File: src/hdl/camera_image_package_download_top_assert.svh
// Assertion macros shared by the picture download block
`ifndef CAMERA_IMAGE_PACKAGE_DOWNLOAD_TOP_ASSERT_SVH
`define CAMERA_IMAGE_PACKAGE_DOWNLOAD_TOP_ASSERT_SVH

// ante implies cons in the same cycle
`define CIPD_ASSERT_IMPL(label, clk, rst, ante, cons, msg) \
  label: assert property (@(posedge clk) disable iff (rst) (ante) |-> (cons)) \
    else $error(msg);

// ante implies cons in the next cycle
`define CIPD_ASSERT_NEXT(label, clk, rst, ante, cons, msg) \
  label: assert property (@(posedge clk) disable iff (rst) (ante) |=> (cons)) \
    else $error(msg);

`endif

File: src/hdl/cipd_pkg.sv
// Types, codes and byte tables of the picture download block
package cipd_pkg;

  localparam logic [1:0] CMD_START   = 2'd0;
  localparam logic [1:0] CMD_BYTE    = 2'd1;
  localparam logic [1:0] CMD_REQUEST = 2'd2;

  localparam logic [1:0] KIND_SEND    = 2'd0;
  localparam logic [1:0] KIND_PAYLOAD = 2'd1;
  localparam logic [1:0] KIND_STATUS  = 2'd2;

  localparam logic [2:0] ST_NONE     = 3'd0;
  localparam logic [2:0] ST_READY    = 3'd1;
  localparam logic [2:0] ST_EMPTY    = 3'd2;
  localparam logic [2:0] ST_PKG_DONE = 3'd3;
  localparam logic [2:0] ST_COMPLETE = 3'd4;
  localparam logic [2:0] ST_IGNORED  = 3'd5;

  localparam logic [2:0] PH_IDLE  = 3'd0;
  localparam logic [2:0] PH_ACK   = 3'd1;
  localparam logic [2:0] PH_SIZE  = 3'd2;
  localparam logic [2:0] PH_READY = 3'd3;
  localparam logic [2:0] PH_RECV  = 3'd4;

  localparam logic [2:0] SEQ_NONE    = 3'd0;
  localparam logic [2:0] SEQ_GETPIC  = 3'd1;
  localparam logic [2:0] SEQ_REQ     = 3'd2;
  localparam logic [2:0] SEQ_FINISH  = 3'd3;
  localparam logic [2:0] SEQ_STATUS  = 3'd4;
  localparam logic [2:0] SEQ_PAYLOAD = 3'd5;

  localparam logic [7:0] PAYLOAD_RESET = 8'd58;
  localparam logic [7:0] PAYLOAD_MAX   = 8'd249;
  localparam logic [7:0] FRAME_BYTES   = 8'd6;
  localparam logic [3:0] FINISH_LAST   = 4'd12;
  localparam logic [3:0] SEND_LAST     = 4'd5;

  typedef struct packed {
    logic [2:0]  seq;
    logic [7:0]  data;
    logic [2:0]  status;
    logic [23:0] size;
    logic [7:0]  pay;
    logic [15:0] pkg;
  } desc_t;

  function automatic logic [7:0] ack_pat_byte(input logic [2:0] i);
    case (i)
      3'd0:    return 8'hAA;
      3'd1:    return 8'h0E;
      3'd2:    return 8'h04;
      default: return 8'h00;
    endcase
  endfunction

  function automatic logic [3:0] last_idx(input logic [2:0] seq);
    case (seq)
      SEQ_GETPIC, SEQ_REQ: return SEND_LAST;
      SEQ_FINISH:          return FINISH_LAST;
      default:             return 4'd0;
    endcase
  endfunction

  function automatic logic [7:0] send_byte(input logic [2:0] seq, input logic [3:0] idx,
                                           input logic [15:0] pkg);
    logic [7:0] b;
    b = 8'h00;
    case (seq)
      SEQ_GETPIC: begin
        case (idx)
          4'd0:    b = 8'hAA;
          4'd1:    b = 8'h04;
          4'd2:    b = 8'h01;
          default: b = 8'h00;
        endcase
      end
      SEQ_REQ: begin
        case (idx)
          4'd0:    b = 8'hAA;
          4'd1:    b = 8'h0E;
          4'd4:    b = pkg[7:0];
          4'd5:    b = pkg[15:8];
          default: b = 8'h00;
        endcase
      end
      SEQ_FINISH: begin
        case (idx)
          4'd0, 4'd6: b = 8'hAA;
          4'd1:       b = 8'h0E;
          4'd4, 4'd5: b = 8'hF0;
          4'd7:       b = 8'h08;
          default:    b = 8'h00;
        endcase
      end
      default: b = 8'h00;
    endcase
    return b;
  endfunction

endpackage

File: src/hdl/cipd_if.sv
// Input and result channel interfaces of the picture download block
interface cipd_in_if;
  logic       valid;
  logic       ready;
  logic [1:0] command;
  logic [7:0] rx_byte;

  modport source (output valid, command, rx_byte, input ready);
  modport sink (input valid, command, rx_byte, output ready);
endinterface

interface cipd_out_if;
  logic        valid;
  logic        ready;
  logic [1:0]  kind;
  logic [7:0]  data;
  logic [2:0]  status;
  logic [23:0] image_size;
  logic [7:0]  package_payload;
  logic        last;

  modport source (output valid, kind, data, status, image_size, package_payload, last,
                  input ready);
  modport sink (input valid, kind, data, status, image_size, package_payload, last,
                output ready);
endinterface

File: src/hdl/cipd_ctrl.sv
// Download sequencer: protocol state and at most one result descriptor per input word
module cipd_ctrl
  import cipd_pkg::*;
(
  input  logic        clk,
  input  logic        rst,
  input  logic        accept,
  input  logic [1:0]  command,
  input  logic [7:0]  rx_byte,
  input  logic [7:0]  payload_bytes,
  output desc_t       desc
);

  logic [2:0]  phase, phase_next;
  logic [2:0]  match_count, match_count_next;
  logic [2:0]  size_byte_index, size_byte_index_next;
  logic [23:0] size_collect, size_collect_next;
  logic [23:0] remaining_bytes, remaining_bytes_next;
  logic [15:0] package_number, package_number_next;
  logic [7:0]  byte_in_package, byte_in_package_next;
  logic [7:0]  package_length, package_length_next;

  logic [7:0]  pb_eff;
  logic [7:0]  chunk;
  logic [7:0]  pat;
  logic [23:0] sc_new;
  logic [8:0]  bip_ext;
  logic [8:0]  len_ext;

  always_comb begin
    if (payload_bytes == 8'd0) begin
      pb_eff = 8'd1;
    end else if (payload_bytes > PAYLOAD_MAX) begin
      pb_eff = PAYLOAD_MAX;
    end else begin
      pb_eff = payload_bytes;
    end
    chunk = (remaining_bytes < {16'd0, pb_eff}) ? remaining_bytes[7:0] : pb_eff;
    pat = ack_pat_byte((match_count > 3'd5) ? 3'd5 : match_count);
    bip_ext = {1'b0, byte_in_package};
    len_ext = {1'b0, package_length};
    sc_new = size_collect;
    case (size_byte_index)
      3'd3:    sc_new[7:0]   = size_collect[7:0] | rx_byte;
      3'd4:    sc_new[15:8]  = size_collect[15:8] | rx_byte;
      3'd5:    sc_new[23:16] = size_collect[23:16] | rx_byte;
      default: sc_new = size_collect;
    endcase

    phase_next = phase;
    match_count_next = match_count;
    size_byte_index_next = size_byte_index;
    size_collect_next = size_collect;
    remaining_bytes_next = remaining_bytes;
    package_number_next = package_number;
    byte_in_package_next = byte_in_package;
    package_length_next = package_length;
    desc = '0;
    desc.seq = SEQ_NONE;

    case (command)
      CMD_START: begin
        desc.seq = SEQ_GETPIC;
        phase_next = PH_ACK;
        match_count_next = 3'd0;
        size_byte_index_next = 3'd0;
        size_collect_next = 24'd0;
        byte_in_package_next = 8'd0;
      end
      CMD_BYTE: begin
        case (phase)
          PH_ACK: begin
            if (rx_byte == pat || pat == 8'h00) begin
              match_count_next = match_count + 3'd1;
              if (match_count >= 3'd5) begin
                phase_next = PH_SIZE;
                size_byte_index_next = 3'd0;
                size_collect_next = 24'd0;
              end
            end
          end
          PH_SIZE: begin
            size_collect_next = sc_new;
            size_byte_index_next = size_byte_index + 3'd1;
            if (size_byte_index >= 3'd5) begin
              size_byte_index_next = 3'd0;
              desc.seq = SEQ_STATUS;
              if (sc_new == 24'd0) begin
                phase_next = PH_IDLE;
                desc.status = ST_EMPTY;
              end else begin
                remaining_bytes_next = sc_new;
                phase_next = PH_READY;
                desc.status = ST_READY;
                desc.size = sc_new;
              end
            end
          end
          PH_RECV: begin
            if (byte_in_package >= 8'd4 && bip_ext + 9'd2 < len_ext) begin
              desc.seq = SEQ_PAYLOAD;
              desc.data = rx_byte;
              if (remaining_bytes != 24'd0) begin
                remaining_bytes_next = remaining_bytes - 24'd1;
              end
            end
            byte_in_package_next = byte_in_package + 8'd1;
            if (bip_ext + 9'd1 >= len_ext) begin
              desc.pay = package_length - FRAME_BYTES;
              package_number_next = package_number + 16'd1;
              byte_in_package_next = 8'd0;
              if (remaining_bytes_next == 24'd0) begin
                desc.seq = SEQ_FINISH;
                desc.status = ST_COMPLETE;
                phase_next = PH_IDLE;
                package_number_next = 16'd0;
                match_count_next = 3'd0;
                size_byte_index_next = 3'd0;
                package_length_next = 8'd0;
              end else begin
                desc.seq = SEQ_STATUS;
                desc.status = ST_PKG_DONE;
                phase_next = PH_READY;
              end
            end
          end
          default: begin
            desc.seq = SEQ_STATUS;
            desc.status = ST_IGNORED;
          end
        endcase
      end
      CMD_REQUEST: begin
        if (phase == PH_READY) begin
          desc.seq = SEQ_REQ;
          desc.pkg = package_number;
          package_length_next = chunk + FRAME_BYTES;
          byte_in_package_next = 8'd0;
          phase_next = PH_RECV;
        end else begin
          desc.seq = SEQ_STATUS;
          desc.status = ST_IGNORED;
        end
      end
      default: begin
        desc.seq = SEQ_STATUS;
        desc.status = ST_IGNORED;
      end
    endcase
  end

  always_ff @(posedge clk) begin
    if (rst) begin
      phase <= PH_IDLE;
      match_count <= 3'd0;
      size_byte_index <= 3'd0;
      size_collect <= 24'd0;
      remaining_bytes <= 24'd0;
      package_number <= 16'd0;
      byte_in_package <= 8'd0;
      package_length <= 8'd0;
    end else if (accept) begin
      phase <= phase_next;
      match_count <= match_count_next;
      size_byte_index <= size_byte_index_next;
      size_collect <= size_collect_next;
      remaining_bytes <= remaining_bytes_next;
      package_number <= package_number_next;
      byte_in_package <= byte_in_package_next;
      package_length <= package_length_next;
    end
  end

endmodule

File: src/hdl/cipd_emit.sv
// Result expander: turns a held descriptor into result words, one per cycle while dout is not stalled
module cipd_emit
  import cipd_pkg::*;
(
  input  logic              clk,
  input  logic              rst,
  input  logic              desc_valid,
  input  desc_t             desc,
  output logic              desc_ready,
  cipd_out_if.source        dout
);

`include "camera_image_package_download_top_assert.svh"

  logic        busy;
  logic [3:0]  idx;
  desc_t       cur;
  logic        adv;
  logic        at_last;
  logic        load;

  logic [1:0]  kind_next;
  logic [7:0]  data_next;
  logic [2:0]  status_next;
  logic [23:0] size_next;
  logic [7:0]  pay_next;

  assign adv = busy && (!dout.valid || dout.ready);
  assign at_last = (idx == last_idx(cur.seq));
  assign desc_ready = !busy || (adv && at_last);
  assign load = desc_valid && desc_ready;

  always_comb begin
    kind_next = KIND_STATUS;
    data_next = 8'd0;
    status_next = ST_NONE;
    size_next = 24'd0;
    pay_next = 8'd0;
    case (cur.seq)
      SEQ_GETPIC, SEQ_REQ: begin
        kind_next = KIND_SEND;
        data_next = send_byte(cur.seq, idx, cur.pkg);
      end
      SEQ_FINISH: begin
        if (idx == FINISH_LAST) begin
          status_next = cur.status;
          pay_next = cur.pay;
        end else begin
          kind_next = KIND_SEND;
          data_next = send_byte(cur.seq, idx, cur.pkg);
        end
      end
      SEQ_PAYLOAD: begin
        kind_next = KIND_PAYLOAD;
        data_next = cur.data;
      end
      SEQ_STATUS: begin
        status_next = cur.status;
        size_next = cur.size;
        pay_next = cur.pay;
      end
      default: begin
        kind_next = KIND_STATUS;
      end
    endcase
  end

  always_ff @(posedge clk) begin
    if (rst) begin
      busy <= 1'b0;
      idx <= 4'd0;
      dout.valid <= 1'b0;
    end else begin
      if (load) begin
        busy <= 1'b1;
        idx <= 4'd0;
      end else if (adv && at_last) begin
        busy <= 1'b0;
      end else if (adv) begin
        idx <= idx + 4'd1;
      end
      if (adv) begin
        dout.valid <= 1'b1;
      end else if (dout.ready) begin
        dout.valid <= 1'b0;
      end
    end
  end

  always_ff @(posedge clk) begin
    if (load) begin
      cur <= desc;
    end
    if (adv) begin
      dout.kind <= kind_next;
      dout.data <= data_next;
      dout.status <= status_next;
      dout.image_size <= size_next;
      dout.package_payload <= pay_next;
      dout.last <= at_last;
    end
  end

  `CIPD_ASSERT_IMPL(a_idx_range, clk, rst, busy, idx <= last_idx(cur.seq), "index overran")
  `CIPD_ASSERT_NEXT(a_drain, clk, rst, adv && at_last && !load, !busy, "expander stuck")
  `CIPD_ASSERT_NEXT(a_last_word, clk, rst, adv && at_last, dout.valid && dout.last, "last lost")
  `CIPD_ASSERT_IMPL(a_status_data, clk, rst, dout.valid && dout.kind == KIND_STATUS,
                    dout.data == 8'd0, "status word with data")

endmodule

File: src/hdl/camera_image_package_download_top.sv
// Camera picture download controller: top level with register port
// The descriptor of a taken word is registered, then each result word is registered on dout.
// Throughput: one input word a cycle while the expander has room; an input word
// with n results (1 to 13) holds the single-word result expander until all n are out.
// Input words with no result leave the expander alone but wait while it is busy.
// Reset: synchronous; clears protocol state, counters and valid flags, payload_bytes to 58.
module camera_image_package_download_top
  import cipd_pkg::*;
(
  input  logic        clk,
  input  logic        rst,
  input  logic        psel,
  input  logic        penable,
  input  logic        pwrite,
  input  logic [2:0]  paddr,
  input  logic [31:0] pwdata,
  output logic [31:0] prdata,
  output logic        pready,
  cipd_in_if.sink     din,
  cipd_out_if.source  dout
);

  logic [7:0] payload_bytes;
  logic       accept;
  logic       desc_ready;
  desc_t      desc;

  assign pready = 1'b1;
  assign prdata = (paddr[2] == 1'b0) ? {24'd0, payload_bytes} : 32'd0;

  always_ff @(posedge clk) begin
    if (rst) begin
      payload_bytes <= PAYLOAD_RESET;
    end else if (psel && penable && pwrite && pready && paddr[2] == 1'b0) begin
      payload_bytes <= pwdata[7:0];
    end
  end

  assign din.ready = desc_ready;
  assign accept = din.valid && din.ready;

  cipd_ctrl u_ctrl (
    .clk           (clk),
    .rst           (rst),
    .accept        (accept),
    .command       (din.command),
    .rx_byte       (din.rx_byte),
    .payload_bytes (payload_bytes),
    .desc          (desc)
  );

  cipd_emit u_emit (
    .clk        (clk),
    .rst        (rst),
    .desc_valid (accept && desc.seq != SEQ_NONE),
    .desc       (desc),
    .desc_ready (desc_ready),
    .dout       (dout)
  );

endmodule
File: src/flat_wrapper.sv
// flat-port wrapper written by rule: the top's interface ports become plain ports
module camera_image_package_download_top_flat import cipd_pkg::*;
  (clk, rst, psel, penable, pwrite, paddr, pwdata, prdata, pready, din_valid, din_command, din_rx_byte, din_ready, dout_valid, dout_kind, dout_data, dout_status, dout_image_size, dout_package_payload, dout_last, dout_ready);
  cipd_in_if din_i ();
  cipd_out_if dout_i ();
  input  logic clk;
  input  logic rst;
  input  logic psel;
  input  logic penable;
  input  logic pwrite;
  input  logic [2:0] paddr;
  input  logic [31:0] pwdata;
  output logic [31:0] prdata;
  output logic pready;
  input wire logic [$bits(din_i.valid)-1:0] din_valid;
  input wire logic [$bits(din_i.command)-1:0] din_command;
  input wire logic [$bits(din_i.rx_byte)-1:0] din_rx_byte;
  output wire logic [$bits(din_i.ready)-1:0] din_ready;
  output wire logic [$bits(dout_i.valid)-1:0] dout_valid;
  output wire logic [$bits(dout_i.kind)-1:0] dout_kind;
  output wire logic [$bits(dout_i.data)-1:0] dout_data;
  output wire logic [$bits(dout_i.status)-1:0] dout_status;
  output wire logic [$bits(dout_i.image_size)-1:0] dout_image_size;
  output wire logic [$bits(dout_i.package_payload)-1:0] dout_package_payload;
  output wire logic [$bits(dout_i.last)-1:0] dout_last;
  input wire logic [$bits(dout_i.ready)-1:0] dout_ready;
  assign din_i.valid = din_valid;
  assign din_i.command = din_command;
  assign din_i.rx_byte = din_rx_byte;
  assign din_ready = din_i.ready;
  assign dout_valid = dout_i.valid;
  assign dout_kind = dout_i.kind;
  assign dout_data = dout_i.data;
  assign dout_status = dout_i.status;
  assign dout_image_size = dout_i.image_size;
  assign dout_package_payload = dout_i.package_payload;
  assign dout_last = dout_i.last;
  assign dout_i.ready = dout_ready;
  camera_image_package_download_top u_core (.clk(clk), .rst(rst), .psel(psel), .penable(penable), .pwrite(pwrite), .paddr(paddr), .pwdata(pwdata), .prdata(prdata), .pready(pready), .din(din_i), .dout(dout_i));
endmodule
File: config.mk
export PLATFORM = sky130hd
export DESIGN_NAME = camera_image_package_download_top_flat
export DESIGN_NICKNAME = d
export VERILOG_FILES = /design/src/hdl/cipd_pkg.sv /design/src/hdl/cipd_if.sv /design/src/hdl/cipd_ctrl.sv /design/src/hdl/cipd_emit.sv /design/src/hdl/camera_image_package_download_top.sv /design/src/flat_wrapper.sv
export VERILOG_INCLUDE_DIRS = /design/src /design/src/hdl
export SDC_FILE = /design/constraint.sdc
export NUM_CORES = 1
export LEC_CHECK = 0
export ABC_AREA = 0
export BUFFER_PORTS_ARGS = -buffer_cell sky130_fd_sc_hd__buf_2
export CORE_MARGIN = 1
export CORE_UTILIZATION = 30
export DETAILED_ROUTE_END_ITERATION = 8
export GPL_ROUTABILITY_DRIVEN = 0
export GPL_TIMING_DRIVEN = 0
export PLACE_DENSITY = 0.47
export SYNTH_ARGS = -nofsm -noshare
export SYNTH_HDL_FRONTEND = slang
export SYNTH_SLANG_ARGS = --single-unit
export TNS_END_PERCENT = 1
File: constraint.sdc
create_clock -name clk -period 7.7 [get_ports clk]
set_input_delay 1.54 -clock clk [delete_from_list [all_inputs] [get_ports clk]]
set_output_delay 1.54 -clock clk [all_outputs]
set_load 0.05 [all_outputs]
-- After elaboration in Yosys (flattened, before gate mapping)
Index checks and enable logic that the tools add are counted.
- add/subtract/negate cells: 10
- magnitude comparators: 8
- equality and inequality tests: 39
- mux-type cells: 81
- bitwise logic cells: 8
- reduce and logical (&&, ||, !) cells: 46
- operators with widths (kind ; number):
    $mux W24 ; 9
    $pmux W24 S2 ; 3
    $mux W8 ; 16
    $pmux W8 S3 ; 4
    $pmux W8 S4 ; 2
    $pmux W3 S3 ; 7
    $mux W3 ; 20
    $logic_not A24 Y1 ; 2
    $pmux W8 S2 ; 3
    $mux W27 ; 1
    $lt A24 B8 Y1 ; 1
    $or A8 B8 Y8 ; 3
    $pmux W3 S2 ; 4
    $reduce_bool A24 Y1 ; 1
    $sub A24 B1 Y24 const B ; 1
    $eq A3 B2 Y1 const B ; 6
    $add A16 B1 Y16 const B ; 1
    $eq A4 B3 Y1 const B ; 4
    $logic_not A8 Y1 ; 2
    $mux W16 ; 1
    $eq A3 B3 Y1 const B ; 5
    $ne A3 B3 Y1 const B ; 5
    $reduce_and A6 Y1 ; 2
    $mux W11 ; 1
    other kinds (46) ; 88
- register bits after elaboration: 211

-- Logic depth before layout (Yosys ltp)
Gate-level depths: netlist of the first run.
- depth after elaboration: 15
- depth in mapped cells: 20
- depth with buffers taken out: 18

-- Cells and area by module
From an unflattened synthesis of the first run, not the netlist that was laid out.
- cell total of the unflattened synthesis: 1284
- area total of the unflattened synthesis: 11673.7 sq um
- by module, submodules not included (module ; instances ; cells each ; area an instance (sq um)):
    cipd_ctrl ; 1 ; 949 ; 6766.5
    cipd_emit ; 1 ; 263 ; 4281.6
    camera_image_package_download_top ; 1 ; 72 ; 625.6

-- Least setup slack after synthesis of the first run
No wires, ideal clock.
- path type: input to register
- start: input port dout_ready
- end: register u_core.u_emit.idx[0]
- arrival time: 6612 ps
- data required time: 7580 ps
- setup slack: 969 ps
- stages on the path: 7
- cell sequence: nor2b_1 -> o41ai_4 -> nand2_1 -> clkbuf_1 -> a31oi_1 -> or2_2 -> nor2_1
- cells in the longest elaborated chain, start to end: 8
- elaborated cells between the ends (all ways): 10
- classes of those cells: 1 x bitwise; 9 x reduce/logical
- RTL lines (what ; RTL line ; RTL):
    start: declaration ; flat_wrapper.sv:26 ; input wire logic [$bits(dout_i.ready)-1:0] dout_ready;
    $logic_or A1 B1 Y1 * ; cipd_emit.sv:28 ; assign adv = busy && (!dout.valid || dout.ready);
    $logic_and A1 B1 Y1 * ; cipd_emit.sv:28 ;
    $logic_and A1 B1 Y1 * ; cipd_emit.sv:30 ; assign desc_ready = !busy || (adv && at_last);
    $logic_or A1 B1 Y1 * ; cipd_emit.sv:30 ;
    named net din_ready ; flat_wrapper.sv:18 ; output wire logic [$bits(din_i.ready)-1:0] din_ready;
    $logic_and A1 B1 Y1 ; camera_image_package_download_top.sv:40 ; assign accept = din.valid && din.ready;
    $logic_and A1 B1 Y1 ; camera_image_package_download_top.sv:55 ; .desc_valid (accept && desc.seq != SEQ_NONE),
    $logic_and A1 B1 Y1 * ; cipd_emit.sv:31 ; assign load = desc_valid && desc_ready;
    named net u_core.u_emit.load ; cipd_emit.sv:20 ; logic load;
    $reduce_or A2 Y1 (no line) * ; n/a ;
    end signal: assignment ; cipd_emit.sv:80 ; idx <= idx + 4'd1;
    end: declaration ; cipd_emit.sv:16 ; logic [3:0] idx;
The timed path passes the listed nets; every way through them passes the cells marked *.
A chain may end at the register's enable or synchronous reset.

==> impl_metrics.py, run 1 <==
metrics = {
    "logic_synthesis": {
        "ys_ff_latch": 211,
        "synth_cell_types": 76,
        "synth_ff_type": "edfxtp_1",
        "seq_area_frac_synth": 0.462,
        "yosysTopAreaCellShare": 0.283,
        "synth_edf_count": 108,
        "synth_common_cells": "nor2_1 (161), edfxtp_1 (108), dfxtp_1 (103), nand2_1 (100), a21oi_1 (70)",
        "syn_area_per_cell_um2": 9.21,
        "netlist_instances": 1246,
        "synthTopCellsByArea": "edfxtp_1 (28%), dfxtp_1 (18%), nor2_1 (5.3%)",
        "syn-cell-area_um2": 11500,
        "ys_async_sr_fraction": 0,
        "yosysWarningCount": 0,
        "yosys.cell_count.top_type": "nor2_1",
        "yosys.area.top_type": "edfxtp_1",
    },
    "die": {
        "coreArea_um2": 37700,
        "die_area_um2": 39000,
        "start_util": 0.305,
        "die-height_um": 198,
        "rows": 71,
        "die_x_um": 198,
        "ios": 133,
    },
    "setup_path": {
        "critical-path-top-delay-family": "compound AO/OA/AOI/OAI gates",
        "reg2reg_from": "u_core.u_ctrl.byte_in_package[2]",
        "worstSetupStartpoint": "u_core.u_ctrl.byte_in_package[2]",
        "worstSetupPathType": "flop to flop",
        "critPathMostFrequentCell": "clkbuf_1",
        "critPathLaunchType": "flop",
        "slowest_delay_ns": 0.80,
        "critical_path_arrival_ns": 4.98,
        "crit_required_ns": 7.94,
        "reg2reg_slack_ns": 2.96,
        "path_buf_inv": 2,
        "regToRegEndpoint": "u_core.u_emit.cur[61]",
        "crit_path_top_delay_cell": "a31oi_1",
        "cp_max_fo": 10,
        "rr_worst_depth": 15,
        "cp-end-kind": "flop",
        "cp_cell_sequence": "clkbuf_1 -> nand3_1 -> nor2_1 -> xor2_1 -> ha_1 -> o21a_1 -> o21ai_0 -> a31oi_1 -> or2_2 -> clkbuf_1 -> nor4_1 -> a2111oi_4 -> nand4_4 -> a21oi_1 -> o211ai_1",
    },
    "clocking": {
        "root_buffer": "clkbuf_16",
        "clk_pin_slew_ns": 0.06,
        "post_cts.resized_instances": 0,
        "clock_latency_ns": 0.55,
        "cts_num_sinks": 211,
        "cts_made_buffers": 25,
        "cts_tree": "yes",
        "cts_max_path_buffers": 3,
        "htree_num_levels": 1,
        "holdBufCountCts": 0,
        "post_cts_buffers": 0,
    },
    "run": {
        "cap_viol_max_count": 0,
    },
    "routing": {
        "vias_per_cell": 5.11,
        "ant_nets": 0,
        "drt_pass1_iterations": 5,
        "dr_wl_met2_mm": 15.3,
        "met3_wirelength_mm": 1.98,
        "drt-total-wl_mm": 34.0,
        "wl_met1_mm": 16.0,
        "drt_iter0_drc": 773,
        "drc": 0,
        "highest_layer": "met4",
        "num_vias": 9752,
        "post_drt_wl_per_cell_um": 17.8,
    },
    "power": {
        "power_mw": 2.76,
        "p_int_mw": 2.04,
        "seqPwrFrac": 0.449,
        "power.switching_uw": 719,
        "power_density_nw_per_um2": 204,
        "p_leak_nw": 5.20,
        "pwr-share-clk": 0.446,
        "p_comb_frac": 0.105,
        "peakVddDrop_uv": 156,
        "swShare": 0.260,
    },
    "global_route": {
        "grt_pass1_vias": 9331,
        "grt-ovfl-total": 0,
        "antenna_found_initial": 0,
        "grt_max_degree": 37,
        "grt_pass1_wl_mm": 53.1,
        "grt_usage": 0.173,
    },
    "sta": {
        "worst_pin_slew_ns": 1.07,
        "maxSlewViolCount": 0,
        "period_needed_ns": 4.74,
        "rsz0062_at_grt": "false",
        "max-slew-margin-rel": 0.281,
        "setup_viol": 0,
        "fin_crit_sh": 0.616,
        "clock.fmax_ghz": 0.211,
        "skew_ns": 0.0119,
        "final_hold_viol_count": 0,
        "fin_hold_ws_ns": 0.461,
    },
    "min_path": {
        "holdPathEnd": "u_core.payload_bytes[7]",
        "whs_path_depth": 2,
        "hp-start": "u_core.payload_bytes[7]",
        "hold_class": "flop to flop",
    },
    "outcome": {
        "status": "finished, final reports clean",
    },
    "finish": {
        "fillers": 3932,
        "fin_util": 0.359,
        "nNetsFinal": 1473,
        "syn2layout_area_growth_pct": 17.9,
        "drive_gt1_frac": 0.122,
        "final_area_um2": 13500,
        "n_antenna_cell": 0,
    },
    "place": {
        "place_area_um2": 12700,
        "port_buffers": 78,
        "dp_hpwl_mm": 25.2,
    },
}
[routing by layer]
layer,vias up,global-route usage
li1,4757,-
met1,4651,0.243
met5,-,0
met3,53,0.0277
met2,291,0.276
met4,0,0.0462
[sequential cells by signal, summed over array words and instances (netlist names), 4 cells and up]
signal	flops
u_core.payload_bytes	8
u_core.u_ctrl.byte_in_package	8
u_core.u_ctrl.package_length	8
u_core.u_ctrl.package_number	16
u_core.u_ctrl.remaining_bytes	24
u_core.u_ctrl.size_collect	24
u_core.u_emit.cur	62
u_core.u_emit.dout.data	8
u_core.u_emit.dout.image_size	24
u_core.u_emit.dout.package_payload	8
u_core.u_emit.idx	4
[layout by cell type, fill, tap and decap left out, types with 14 or more instances in the layout]
cell type  count
nor2_1       161
edfxtp_1     108
dfxtp_1      103
nand2_1      100
buf_2         84
clkbuf_1      73
a21oi_1       70
and3_1        47
ha_1          44
o21ai_0       41
nand3_1       40
nor3_1        37
inv_1         34
and2_1        34
xnor2_1       27
buf_4         25
conb_1        25
clkbuf_16     25
a31oi_1       24
xor2_1        21
a22oi_1       20
nand4_1       19
nor4_1        16
nor2b_1       14
[cell families (layout without fill, tap and decap cells)]
| group | Yosys count | after routing | synth area share |
|---|---|---|---|
| and+or+nand+nor | 526 | 526 | 0.229 |
| DFF | 211 | 211 | 0.462 |
| adders and majority gates | 44 | 44 | 0.0480 |
| AOI/OAI and AO/OA | 265 | 265 | 0.158 |
| other | 2 | 25 | 0.000655 |
| muxes | 12 | 12 | 0.0105 |
| xor gates and xnor gates | 48 | 48 | 0.0366 |
| buffers and inverters | 138 | 265 | 0.0546 |
[layout make-up]
type	count	area, um^2	area share
multi-input combinational	920	5650	0.418
sequential	211	5310	0.392
clock buffer	30	654	0.0484
tap	511	639	0.0473
buffer	104	499	0.0369
timing repair buffer	81	450	0.0333
clock inverter	16	199	0.0147
inverter	34	128	0.00944
[metrics by stage]
stage	setup WS, ns	TNS, ns	instances
final	2.96	0	1907
after global routing	2.67	0	1907
after CTS	3.01	0	1907
after detailed placement	3.04	0	1861
after global placement	-0.978	-46.25	1858
after floorplan	0.969	0	1269
[worst max-delay path by stage]
stage	end	slack, ns	cells after the start
floorplan	u_core.u_emit.idx[0]	0.97	7
global placement	u_core.u_emit.idx[2]	-0.98	9
detailed placement	u_core.u_ctrl.package_number[11]	3.04	16
CTS	u_core.u_ctrl.package_number[8]	3.01	16
global route	u_core.u_ctrl.size_collect[6]	2.67	16
finish	u_core.u_emit.cur[61]	2.96	15
[worst reg2reg max path: cells and delay by family, from the launching register on]
| kind | cells | cell delay, ns |
|---|---|---|
| AOI/OAI and AO/OA | 6 | 1.82 |
| xor gates and xnor gates | 1 | 0.09 |
| adders and majority gates | 1 | 0.30 |
| buffers and inverters | 2 | 0.76 |
| DFF | 1 | 0.33 |
| and+or+nand+nor | 5 | 1.15 |
[power groups by stage]
stage / clock (mW) / combinational, mW / sequential, mW
floorplan: 0 / 0.152 / 1.32
global placement: 0 / 0.281 / 1.27
detailed placement: 0 / 0.290 / 1.27
CTS: 1.27 / 0.291 / 1.24
global route: 1.31 / 0.311 / 1.24
finish: 1.23 / 0.291 / 1.24
No activity file was read; power rests on OpenSTA's default activity.
==> run 2, diff against run 1 <==
ABC_AREA = 1   (was 0)
PLACE_DENSITY = 0.48   (was 0.47)
clock period = 4.1 ns   (was 7.7 ns; I/O delays follow)
==> impl_metrics.py, run 2 <==
metrics = {
    "sta": {
        "period_needed_ns": 3.81,
        "maxSlewViolCount": 0,
        "setup_slack_ns": 0.289,
        "clock.fmax_ghz": 0.262,
        "setup_viol": 0,
        "final_hold_viol_count": 0,
        "skew_ns": 0.0242,
        "worst_pin_slew_ns": 0.939,
        "fin_crit_sh": 0.929,
        "max-slew-margin-rel": 0.364,
    },
    "die": {
        "die_x_um": 202,
        "rows": 72,
        "start_util": 0.307,
        "die-height_um": 202,
        "coreArea_um2": 39100,
        "ios": 133,
        "die_area_um2": 40900,
    },
    "setup_path": {
        "cp_max_fo": 10,
        "rr_worst_depth": 24,
        "critPathMostFrequentCell": "nand2_1",
        "worstSetupStartpoint": "u_core.u_ctrl.byte_in_package[4]",
        "reg2reg_from": "u_core.u_ctrl.byte_in_package[4]",
        "critical_path_arrival_ns": 4.09,
        "path_depth": 24,
        "cp_cell_sequence": "inv_1 -> nor3_2 -> nand2_1 -> xor2_1 -> inv_1 -> ha_1 -> a21oi_1 -> nand2_2 -> nand2_2 -> nand2_2 -> buf_4 -> nand2_1 -> inv_1 -> nor2_1 -> nand2_1 -> nor2_1 -> nand2_1 -> nor2_4 -> nand3_2 -> a21oi_2 -> nand3_2 -> nand2_8 -> clkinvlp_4 -> buf_4",
        "slowest_delay_ns": 0.40,
        "critical-path-top-delay-family": "simple AND/OR/NAND/NOR gates",
        "path_buf_inv": 6,
        "worstSetupPathType": "flop to flop",
        "reg2reg_slack_ns": 0.29,
        "regToRegEndpoint": "u_core.u_emit.cur[61]",
        "critPathLaunchType": "flop",
        "crit_path_top_delay_cell": "dfxtp_2",
        "cp-end-kind": "flop",
        "crit_end": "u_core.u_emit.cur[61]",
        "crit_required_ns": 4.38,
    },
    "routing": {
        "num_vias": 10400,
        "drt_pass1_iterations": 6,
        "vias_per_cell": 4.67,
        "drt-total-wl_mm": 33.7,
        "drt_iter0_drc": 670,
        "drc": 0,
        "post_drt_wl_per_cell_um": 15.1,
        "ant_nets": 0,
    },
    "logic_synthesis": {
        "synth_cell_types": 50,
        "syn-cell-area_um2": 12000,
        "yosys.cell_count.top_type": "nand2_1",
        "synth_ff_type": "edfxtp_1",
        "netlist_instances": 1555,
        "ys_ff_latch": 211,
        "ys_async_sr_fraction": 0,
        "syn_area_per_cell_um2": 7.73,
        "synth_common_cells": "nand2_1 (324), nor2_1 (228), inv_1 (209), edfxtp_1 (108), dfxtp_1 (103)",
        "synth_edf_count": 108,
        "yosysTopAreaCellShare": 0.270,
        "yosys.area.top_type": "edfxtp_1",
        "synthTopCellsByArea": "edfxtp_1 (27%), dfxtp_1 (17%), nand2_1 (10%)",
        "seq_area_frac_synth": 0.441,
        "yosysWarningCount": 0,
    },
    "clocking": {
        "holdBufCountCts": 0,
        "cts_tree": "yes",
        "clk_pin_slew_ns": 0.06,
        "root_buffer": "clkbuf_16",
        "cts_num_sinks": 211,
        "htree_num_levels": 1,
        "cts_max_path_buffers": 3,
        "cts_made_buffers": 25,
        "clock_latency_ns": 0.54,
    },
    "place": {
        "pre_cts_ws_ns": -1.27,
        "port_buffers": 79,
        "dp_hpwl_mm": 25.6,
    },
    "finish": {
        "multi_input_area_um2": 5630,
        "fillers": 4158,
        "seq_area_um2": 5310,
        "final_common_cell": "nand2_1",
        "n_antenna_cell": 0,
        "drive_gt1_frac": 0.156,
        "layout_common_cells": "nand2_1 (320), nor2_1 (226), inv_1 (208)",
        "syn2layout_area_growth_pct": 18.6,
        "nNetsFinal": 1797,
        "top_register": "u_core.u_emit.cur",
        "largest_reg_flops": 62,
    },
    "min_path": {
        "hold_class": "flop to flop",
    },
    "power": {
        "power_mw": 6.03,
        "power_density_nw_per_um2": 423,
        "peakVddDrop_uv": 259,
        "p_leak_nw": 6.22,
    },
    "run": {
        "cap_viol_max_count": 0,
    },
    "global_route": {
        "grt_pass1_wl_mm": 53.6,
        "grt-ovfl-total": 0,
        "grt_pass1_vias": 9808,
        "antenna_found_initial": 1,
        "grt_max_degree": 36,
        "grt_usage": 0.165,
    },
    "outcome": {
        "status": "finished, final reports clean",
    },
}
run 2: cell types whose count changed after synthesis, sizes merged, moves of 24 or more:
cell / before / now
a31oi: 25 / 1
and2: 35 / 0
and3: 47 / 3
clkbuf: 69 / 23
inv: 34 / 225
nand2: 100 / 340
nand3: 40 / 64
nor2: 163 / 251
o21ai: 43 / 89
xnor2: 27 / 3
run 2: timing repair:
| item | 4_1_cts | 5_1_grt |
|---|---|---|
| resized for setup | 6 | 19 |
| pin swaps | 0 | 6 |
| buffers inserted | 8 | 5 |
| cloned | 3 | 0 |
| setup endpoints to repair | 62 | 67 |
run 2: how the worst min path moves through the flow:
stage | startpoint | to | cells past startpoint
detailed placement | u_core.u_ctrl.size_collect[17] | u_core.u_ctrl.size_collect[17] | 2
finish | u_core.u_ctrl.package_length[7] | u_core.u_ctrl.package_length[7] | 2
global route | u_core.u_ctrl.size_collect[1] | u_core.u_ctrl.size_collect[1] | 2
global placement | u_core.u_ctrl.package_length[7] | u_core.u_ctrl.package_length[7] | 2
floorplan | u_core.u_ctrl.size_collect[17] | u_core.u_ctrl.size_collect[17] | 2
CTS | u_core.u_ctrl.package_length[7] | u_core.u_ctrl.package_length[7] | 2
run 2: cell type report:
cell class / instances / share of cell area
Clock inverter: 14 / 0.0109
Timing Repair inverter: 3 / 0.00158
Inverter: 228 / 0.0603
Clock buffer: 31 / 0.0484
Multi-Input combinational cell: 1070 / 0.395
Timing Repair Buffer: 93 / 0.0374
Sequential cell: 211 / 0.372
Tap cell: 518 / 0.0455
Buffer: 69 / 0.0284
run 2: cell families (layout without fill, tap and decap cells):
group           Yosys count  in the layout  share of synthesized area
simple gates            724            724                      0.266
buf+inv                 297            438                      0.105
compound gates          250            250                      0.122
flops                   211            211                      0.441
fa+ha+maj                44             44                     0.0458
xor+xnor                 27             27                     0.0203
other cells               2             25                   0.000625
run 2: power breakdown:
group	switching, mW	leakage (nW)	internal, mW
sequential	0.0589	1.88	2.36
clock	0.913	0.420	1.38
combinational	0.940	3.93	0.380
run 2: routing by layer:
| layer | vias up | wire length, um | track usage |
|---|---|---|---|
| met5 | - | 0 | 0 |
| li1 | 5327 | - | - |
| met4 | 0 | 611 | 0.0414 |
| met1 | 4830 | 16400 | 0.233 |
| met2 | 239 | 15100 | 0.265 |
| met3 | 44 | 1630 | 0.0210 |
run 2: worst min-delay path, stage by stage (launching register included):
cell and delay [ns]:
dfxtp_1 0.31, nand2_1 0.06, a21oi_1 0.05
run 2: through the flow:
step	TNS [ns]	area, um^2	hold slack (ns)	cells	utilization
floorplan	0	12100	0.442	1578	-
global placement	-101.92	13200	0.457	2175	0.336
detailed placement	-78.13	13200	0.460	2176	0.337
CTS	0	14100	0.469	2232	0.362
global route	-0.0749	14300	0.487	2237	0.365
finish	0	14300	0.467	2237	0.365
